File: src/rtl/b32d_pkg.sv
// b32d_pkg: shared types and constants for the base32 stream decoder.
// No dependencies; imported by every module of the block.
package b32d_pkg;

    localparam int SYM_W       = 5;
    localparam int BYTE_W      = 8;
    localparam int QUEUE_DEPTH = 2;
    localparam int QPTR_W      = 1;
    localparam int QCNT_W      = 2;

    localparam logic [1:0] STATUS_OK       = 2'd0;
    localparam logic [1:0] STATUS_LENGTH   = 2'd1;
    localparam logic [1:0] STATUS_BAD_CHAR = 2'd2;

    localparam logic [7:0] CHAR_UPPER_A = 8'h41;
    localparam logic [7:0] CHAR_UPPER_Z = 8'h5A;
    localparam logic [7:0] CHAR_DIGIT_2 = 8'h32;
    localparam logic [7:0] CHAR_DIGIT_7 = 8'h37;
    // '2' maps to 26, so digits map by subtracting '2' - 26
    localparam logic [7:0] DIGIT_OFFSET = 8'd24;

    typedef struct packed {
        logic [SYM_W-1:0] sym;
        logic             bad;
        logic             last;
    } b32d_item_t;

endpackage

File: src/rtl/b32d_front.sv
// b32d_front: classifies each incoming character into a 5-bit symbol and a bad flag.
// Depends on b32d_pkg; feeds b32d_queue.
module b32d_front
    import b32d_pkg::*;
(
    input  logic       in_valid,
    output logic       in_ready,
    input  logic [7:0] char_code,
    input  logic       end_of_text,
    output logic       push,
    output b32d_item_t push_item,
    input  logic       push_ready
);

    logic             is_alpha;
    logic             is_digit;
    logic [BYTE_W-1:0] digit_val;

    assign is_alpha  = (char_code >= CHAR_UPPER_A) && (char_code <= CHAR_UPPER_Z);
    assign is_digit  = (char_code >= CHAR_DIGIT_2) && (char_code <= CHAR_DIGIT_7);
    assign digit_val = char_code - DIGIT_OFFSET;

    always_comb
    begin
        push_item.last = end_of_text;
        push_item.bad  = !(is_alpha || is_digit);
        if (is_alpha)
        begin
            push_item.sym = char_code[SYM_W-1:0] - CHAR_UPPER_A[SYM_W-1:0];
        end
        else if (is_digit)
        begin
            push_item.sym = digit_val[SYM_W-1:0];
        end
        else
        begin
            push_item.sym = '0;
        end
    end

    assign in_ready = push_ready;
    assign push     = in_valid;

endmodule

File: src/rtl/b32d_queue.sv
// b32d_queue: short FIFO of classified items between front and back.
// Depends on b32d_pkg.
module b32d_queue
    import b32d_pkg::*;
(
    input  logic       clk,
    input  logic       rst_n,
    input  logic       push,
    input  b32d_item_t push_item,
    output logic       push_ready,
    input  logic       pop,
    output b32d_item_t pop_item,
    output logic       pop_valid
);

    b32d_item_t         mem [QUEUE_DEPTH];
    logic [QPTR_W-1:0]  wr_ptr_reg;
    logic [QPTR_W-1:0]  rd_ptr_reg;
    logic [QCNT_W-1:0]  count_reg;
    logic [QCNT_W-1:0]  count_next;
    logic               do_push;
    logic               do_pop;

    assign push_ready = (count_reg != QCNT_W'(QUEUE_DEPTH));
    assign pop_valid  = (count_reg != '0);
    assign do_push    = push && push_ready;
    assign do_pop     = pop && pop_valid;
    assign pop_item   = mem[rd_ptr_reg];

    always_comb
    begin
        count_next = count_reg;
        if (do_push && !do_pop)
        begin
            count_next = count_reg + 1'b1;
        end
        else if (!do_push && do_pop)
        begin
            count_next = count_reg - 1'b1;
        end
    end

    always_ff @(posedge clk)
    begin
        if (do_push)
        begin
            mem[wr_ptr_reg] <= push_item;
        end
    end

    always_ff @(posedge clk or negedge rst_n)
    begin
        if (!rst_n)
        begin
            wr_ptr_reg <= '0;
            rd_ptr_reg <= '0;
            count_reg  <= '0;
        end
        else
        begin
            if (do_push)
            begin
                wr_ptr_reg <= wr_ptr_reg + 1'b1;
            end
            if (do_pop)
            begin
                rd_ptr_reg <= rd_ptr_reg + 1'b1;
            end
            count_reg <= count_next;
        end
    end

`ifndef SYNTHESIS
    a_count_bound: assert property (@(posedge clk) disable iff (!rst_n)
        count_reg <= QCNT_W'(QUEUE_DEPTH))
        else $error("queue count beyond depth");
    a_ptr_gap: assert property (@(posedge clk) disable iff (!rst_n)
        (count_reg == '0 || count_reg == QCNT_W'(QUEUE_DEPTH)) |-> (wr_ptr_reg == rd_ptr_reg))
        else $error("queue pointers disagree with count");
    a_pop_count: assert property (@(posedge clk) disable iff (!rst_n)
        (do_pop && !do_push) |=> (count_reg == $past(count_reg) - 1'b1))
        else $error("queue pop did not drop count");
`endif

endmodule

File: src/rtl/b32d_back.sv
// b32d_back: bit accumulator, byte extraction, final status and output register.
// Depends on b32d_pkg; drains b32d_queue.
module b32d_back
    import b32d_pkg::*;
(
    input  logic       clk,
    input  logic       rst_n,
    input  logic       pop_valid,
    input  b32d_item_t pop_item,
    output logic       pop,
    output logic       out_valid,
    input  logic       out_ready,
    output logic [7:0] data_byte,
    output logic       byte_valid,
    output logic [1:0] status,
    output logic       is_final
);

    logic [6:0]  bit_buffer_reg, bit_buffer_next;
    logic [2:0]  bit_count_reg, bit_count_next;
    logic [2:0]  char_phase_reg, char_phase_next;
    logic        bad_seen_reg, bad_seen_next;
    logic        out_valid_reg, out_valid_next;
    logic [7:0]  data_byte_reg, data_byte_next;
    logic        byte_valid_reg, byte_valid_next;
    logic [1:0]  status_reg, status_next;
    logic        is_final_reg, is_final_next;

    logic [11:0] acc;
    logic [3:0]  cnt;
    logic [3:0]  rest;
    logic [11:0] shifted;
    logic [2:0]  new_count;
    logic [6:0]  keep_mask;
    logic        have_byte;
    logic        emit;

    assign pop     = pop_valid && (!out_valid_reg || out_ready);
    assign acc     = {bit_buffer_reg, pop_item.sym};
    assign cnt     = {1'b0, bit_count_reg} + 4'd5;
    assign rest    = cnt - 4'd8;
    assign shifted = acc >> rest;

    always_comb
    begin
        bit_buffer_next = bit_buffer_reg;
        bit_count_next  = bit_count_reg;
        bad_seen_next   = bad_seen_reg;
        char_phase_next = char_phase_reg + 1'b1;
        have_byte       = 1'b0;
        new_count       = cnt[2:0];
        keep_mask       = '0;
        data_byte_next  = '0;
        if (pop_item.bad)
        begin
            bad_seen_next = 1'b1;
        end
        else if (!bad_seen_reg)
        begin
            if (cnt >= 4'd8)
            begin
                have_byte      = 1'b1;
                data_byte_next = shifted[7:0];
                new_count      = rest[2:0];
            end
            keep_mask       = 7'((8'd1 << new_count) - 8'd1);
            bit_count_next  = new_count;
            bit_buffer_next = acc[6:0] & keep_mask;
        end

        is_final_next = pop_item.last;
        status_next   = STATUS_OK;
        if (pop_item.last)
        begin
            if (char_phase_next != 3'd0)
            begin
                status_next = STATUS_LENGTH;
            end
            else if (bad_seen_next)
            begin
                status_next = STATUS_BAD_CHAR;
            end
            if (status_next != STATUS_OK)
            begin
                have_byte      = 1'b0;
                data_byte_next = '0;
            end
            bit_buffer_next = '0;
            bit_count_next  = '0;
            char_phase_next = '0;
            bad_seen_next   = 1'b0;
        end
        byte_valid_next = have_byte;
        emit            = pop_item.last || have_byte;

        out_valid_next = out_valid_reg && !out_ready;
        if (pop && emit)
        begin
            out_valid_next = 1'b1;
        end
    end

    always_ff @(posedge clk or negedge rst_n)
    begin
        if (!rst_n)
        begin
            bit_buffer_reg <= '0;
            bit_count_reg  <= '0;
            char_phase_reg <= '0;
            bad_seen_reg   <= 1'b0;
            out_valid_reg  <= 1'b0;
        end
        else
        begin
            if (pop)
            begin
                bit_buffer_reg <= bit_buffer_next;
                bit_count_reg  <= bit_count_next;
                char_phase_reg <= char_phase_next;
                bad_seen_reg   <= bad_seen_next;
            end
            out_valid_reg <= out_valid_next;
        end
    end

    always_ff @(posedge clk)
    begin
        if (pop && emit)
        begin
            data_byte_reg  <= data_byte_next;
            byte_valid_reg <= byte_valid_next;
            status_reg     <= status_next;
            is_final_reg   <= is_final_next;
        end
    end

    assign out_valid  = out_valid_reg;
    assign data_byte  = data_byte_reg;
    assign byte_valid = byte_valid_reg;
    assign status     = status_reg;
    assign is_final   = is_final_reg;

`ifndef SYNTHESIS
    a_clear_after_last: assert property (@(posedge clk) disable iff (!rst_n)
        (pop && pop_item.last) |=>
            (bit_count_reg == '0 && char_phase_reg == '0 && !bad_seen_reg))
        else $error("string state not cleared after last item");
    a_nonfinal_is_byte: assert property (@(posedge clk) disable iff (!rst_n)
        (out_valid_reg && !is_final_reg) |-> (byte_valid_reg && status_reg == STATUS_OK))
        else $error("non-final result without byte or with status");
    a_error_no_byte: assert property (@(posedge clk) disable iff (!rst_n)
        (out_valid_reg && status_reg != STATUS_OK) |-> (!byte_valid_reg && data_byte_reg == '0))
        else $error("byte carried on error status");
    a_no_pop_stalled: assert property (@(posedge clk) disable iff (!rst_n)
        (out_valid_reg && !out_ready) |-> !pop)
        else $error("item drained while result stalled");
`endif

endmodule

File: src/rtl/base32_stream_decoder.sv
// Base32 stream decoder: one character per item, one byte or final status per result.
// An accepted character is written into the queue, then drained into the output register that drives out_valid.
// Throughput: one character per cycle while out_ready is held high; a 2-entry queue decouples the two sides.
// Reset: rst_n asynchronous active low clears queue, string state and output valid.
// Depends on b32d_pkg, b32d_front, b32d_queue, b32d_back.
module base32_stream_decoder
    import b32d_pkg::*;
(
    input  logic       clk,
    input  logic       rst_n,
    input  logic       in_valid,
    output logic       in_ready,
    input  logic [7:0] char_code,
    input  logic       end_of_text,
    output logic       out_valid,
    input  logic       out_ready,
    output logic [7:0] data_byte,
    output logic       byte_valid,
    output logic [1:0] status,
    output logic       is_final
);

    logic       push;
    logic       push_ready;
    b32d_item_t push_item;
    logic       pop;
    logic       pop_valid;
    b32d_item_t pop_item;

    b32d_front u_front (
        .in_valid    (in_valid),
        .in_ready    (in_ready),
        .char_code   (char_code),
        .end_of_text (end_of_text),
        .push        (push),
        .push_item   (push_item),
        .push_ready  (push_ready)
    );

    b32d_queue u_queue (
        .clk        (clk),
        .rst_n      (rst_n),
        .push       (push),
        .push_item  (push_item),
        .push_ready (push_ready),
        .pop        (pop),
        .pop_item   (pop_item),
        .pop_valid  (pop_valid)
    );

    b32d_back u_back (
        .clk        (clk),
        .rst_n      (rst_n),
        .pop_valid  (pop_valid),
        .pop_item   (pop_item),
        .pop        (pop),
        .out_valid  (out_valid),
        .out_ready  (out_ready),
        .data_byte  (data_byte),
        .byte_valid (byte_valid),
        .status     (status),
        .is_final   (is_final)
    );

endmodule

File: config.mk
export PLATFORM = sky130hd
export DESIGN_NAME = base32_stream_decoder
export DESIGN_NICKNAME = d
export VERILOG_FILES = /design/src/rtl/b32d_pkg.sv /design/src/rtl/b32d_front.sv /design/src/rtl/b32d_queue.sv /design/src/rtl/b32d_back.sv /design/src/rtl/base32_stream_decoder.sv
export SDC_FILE = /design/constraint.sdc
export NUM_CORES = 1
export LEC_CHECK = 0
export BUFFER_PORTS_ARGS = -buffer_cell sky130_fd_sc_hd__buf_2
export CELL_PAD_IN_SITES_DETAIL_PLACEMENT = 0
export CELL_PAD_IN_SITES_GLOBAL_PLACEMENT = 1
export CORE_ASPECT_RATIO = 0.8
export CORE_MARGIN = 2
export CORE_UTILIZATION = 40
export CTS_CLUSTER_SIZE = 25
export DETAILED_ROUTE_END_ITERATION = 7
export GPL_TIMING_DRIVEN = 0
export PLACE_DENSITY = 0.73
export RECOVER_POWER = 100
export SLEW_MARGIN = 25
export SYNTH_ARGS = -nofsm -noshare
export SYNTH_HDL_FRONTEND = slang
export SYNTH_SLANG_ARGS = --single-unit
File: constraint.sdc
create_clock -name clk -period 2 [get_ports clk]
set_clock_uncertainty 0.05 [all_clocks]
set_input_delay 0.2 -clock clk [delete_from_list [all_inputs] [get_ports clk]]
set_output_delay 0.2 -clock clk [all_outputs]
set_load 0.05 [all_outputs]
==> parameters.txt <==
Parameter                              Value

Status
  Run status    finished clean

Drt
  Wire length per cell    around 15 um
  Initial DRT Pass Iterations    4
  First DRT Iteration DRCs    64
  Via count normalized by instance count    ~5.3
  Drt drc    0
  Number of vias in the routed layout    roughly 1.8k
  Post-Route WL    about 5.3 mm
  Antenna Violating Nets Remaining    0

Die
  Area of the core region    6340 um^2
  Die W    94.1 um
  Row cnt    26
  Die footprint    7170 um^2
  Count of boundary I/O pins    27
  Vertical extent of the die    76.1 um
  Starting Density    41.0%

Layout
  Final nets    288
  Non-filler instance count after layout    around 350
  Share of post-route cells with drive strength above 1    24.7%
  Synth-to-layout area growth    19.7%
  Flip-flop count of the largest register, all copies and words added    14
  Number of antenna repair diodes    0

Yosys
  Portion of the post-synthesis area used by sequential elements    48.3%
  Netlist Area Pre-Place    2600 um^2
  Yosys warning total    0
  Most used flip-flop cell after synthesis    edfxtp_1
  Top cell type's share of synthesized area    around 30%
  Cell type contributing the most total cell area after synthesis    edfxtp_1
  Async set-or-reset flop fraction in the synthesized netlist    42.2%
  Synth Register Bits    45
  Post-Synth XOR/XNOR Area    approximately 4.6%
  Post-synthesis net count    245
  Most area-consuming cells after synthesis    edfxtp_1 30%, dfrtp_1 18%, ha_1 6.3%
  Top cells by count, synth    26 x edfxtp_1, 19 x dfrtp_1, 19 x nor2_1, 15 x mux2i_1, 14 x nand2_1
  Number of flops mapped to enable cells by yosys    26
  Gate count of the mapped netlist    219
  Most instantiated library cell after synthesis    edfxtp_1
  Synth Area in Compound Gates    between 10 and 15%
  Avg Inst Size Synth    about 12 um^2
  Post-synthesis share of cell area spent on full adders, half adders and majority gates    6.26%
  Share of cell area taken by muxes after synthesis    between 10% and 20%
  Count of unique library cells instantiated by Yosys    56
  Simple-gate portion of the synthesized area    12.5%
  Dominant combinational cell family by area after synthesis    simple AND/OR/NAND/NOR gates

Setup path
  Launching element type of the critical path    register
  Worst-path cell chain    buf_4, ha_4, xor2_4, buf_6, nand2_1, ha_2, a21oi_1, o2bb2ai_1, a32o_1
  Kind of end point of the critical path    register
  Start-to-end type of the worst setup path    register to register
  Worst r2r src    u_back.bit_count_reg[0]
  Signal arrival time at the worst endpoint    2090 ps
  Reg2reg path depth    9
  Standard cell with the maximum stage delay on the critical path    dfrtp_1
  Largest fanout on the critical path    4
  Reg-to-reg critical path endpoint    u_back.bit_buffer_reg[6]
  R2R Setup Slk    ~50 ps
  Required time of the worst setup path    2140 ps
  Highest cell delay on the worst timing path    400 ps

Global route
  Met2 track utilization from global routing    a little under a quarter
  Met3 track utilization from global routing    3.36%
  Global-route met1 utilization    24.3%
  Initial antenna violation count    0
  Grt peak-use layer    met1
  Overflow left after global routing    0
  First-pass GRT wire length    ~8.9 mm
  Number of global-route vias before repair    roughly 1.7k
  All-layer global routing usage    ~16%
  Largest net degree at the start of global routing    20

Placement
  Post-detailed-placement half-perimeter wirelength    3.80 mm
  Worst slack at placement    -353 ps
  Total placed cells including tap cells    ~330
  Input/output buffers    26
  Global placer's final weighted congestion    between 0.8 and 0.9

CTS
  Inserted Clock Buffers    5
  Worst skew pair latency    290 ps
  Clock tree from TritonCTS    built
  Num Clock Sinks    45
  Bufs on Longest Clock Path    2
  Buffer cell driving the clock tree root    clkbuf_8
  # H-tree levels    2
  Reg clk slew, reported paths    90 ps

STA
  Transition time at the pin with the least slew margin    roughly 1100 ps
  Final Cycle Share    97.4%
  Maximum clock frequency    0.513 GHz
  Final worst setup slack    51.2 ps
  Final setup viols    0
  Shortest clock period the worst path allows after layout    between 1500 and 2000 ps
  Worst hold margin    a little over 50 ps
  Final max-slew violation count    0
  Relative max-transition margin    25.5%
  Hold Violations, Final    0
  RSZ-0062 raised after global routing    yes

Power and ir drop
  Pwr Density    ~1700 nW/um^2
  Post-layout power    5.22 mW
  Leakage power of the design    1.23 nW
  Peak supply drop    0.000570 V

Hold path
  Endpoint with the worst hold slack    u_queue.mem[0][0]
  Cells on Worst Hold Path    1
  Hold Path Class    input port to register
  Source of the worst hold timing path    end_of_text

Job
  Max-cap violations    0
area by class of cell:
type	instances	area, um^2
Fill cell	597	3230
Multi-Input combinational cell	155	1340
Buffer	8	85.1
Timing Repair Buffer	36	188
Tap cell	84	105
Clock inverter	2	8.76
Inverter	11	45.0
Clock buffer	6	82.6
Sequential cell	45	1260
metrics by stage:
stage          instance area (um^2)  setup TNS, ps  util [%]
2_1_floorplan                  2610              0         -
3_3_place_gp                   2850          -4690      44.9
3_5_place_dp                   2850          -4270      44.9
4_1_cts                        3030              0      47.8
5_1_grt                        3110           -142      49.1
6_report                       3110              0      49.1
report_power, final:
part | switching, mW | total [mW] | internal, mW | leakage (nW)
sequential | 0.249 | 1.61 | 1.36 | 0.491
combinational | 1.76 | 3.03 | 1.27 | 0.686
clock | 0.299 | 0.573 | 0.274 | 0.0486
total | 2.30 | 5.22 | 2.91 | 1.23
cell usage in the layout, fill, tap and decap left out, drive strengths merged, types with 2 or more instances in the layout:
cell type | synthesis | final
a32o | 5 | 5
xnor2 | 9 | 9
nand2 | 14 | 14
o31ai | 2 | 2
buf | 7 | 26
o21ai | 6 | 6
nor2b | 2 | 2
edfxtp | 26 | 26
xor2 | 3 | 3
a22o | 4 | 4
a211o | 2 | 2
nand2b | 7 | 7
mux2i | 16 | 16
nor3b | 2 | 2
ha | 13 | 13
and3 | 2 | 2
nor3 | 13 | 13
clkbuf | 1 | 23
mux2 | 7 | 7
clkinv | 0 | 2
inv | 11 | 10
o2111ai | 2 | 2
a21oi | 6 | 6
nor2 | 19 | 19
dfrtp | 19 | 19
mux4 | 2 | 2
o211ai | 2 | 2
repair_timing:
| item | 4_1_cts | 5_1_grt |
|---|---|---|
| endpoints found under the hold margin | 19 | 0 |
| pin swaps | 1 | 4 |
| setup endpoints to repair | 24 | 22 |
| resized for setup | 11 | 14 |
| setup buffers | 3 | 6 |
| hold buffers | 1 | 0 |
how the worst max path moves through the flow:
stage / slack (ps) / start / end / cells after the start
floorplan: 3 / u_back.bit_count_reg[0] / u_back.data_byte[6] / 8
global placement: -400 / u_back.bit_count_reg[0] / u_back.data_byte[7] / 8
detailed placement: -350 / u_back.bit_count_reg[0] / u_back.data_byte[7] / 8
CTS: 3 / u_back.bit_count_reg[0] / u_back.data_byte[4] / 8
global route: -50 / u_back.bit_count_reg[0] / u_back.data_byte[2] / 8
finish: 50 / u_back.bit_count_reg[0] / u_back.bit_buffer_reg[6] / 9
worst max-delay path, delay by kind of cell (launching register included):
family                   cells  cell delay [ps]
adder cells (fa/ha/maj)      2              410
AO/OA/AOI/OAI                3              460
buffers and inverters        2              300
flip-flops                   1              400
AND/OR/NAND/NOR              1               70
XOR/XNOR                     1              160
routing by layer:
layer	routed length (um)	up-vias	part of all wire, %
met2	2390	51	45
met4	27	0	0.51
met5	0	-	0
met3	335	2	6.3
li1	-	896	-
met1	2550	887	48
logic make-up (layout without fill, tap and decap cells):
logic type / Yosys count / after routing
flops: 45 / 45
mux: 25 / 25
compound gates: 40 / 40
fa+ha+maj: 13 / 13
simple gates: 65 / 65
buf+inv: 19 / 63
xor+xnor: 12 / 12
Power figures use the tool's default switching activity.
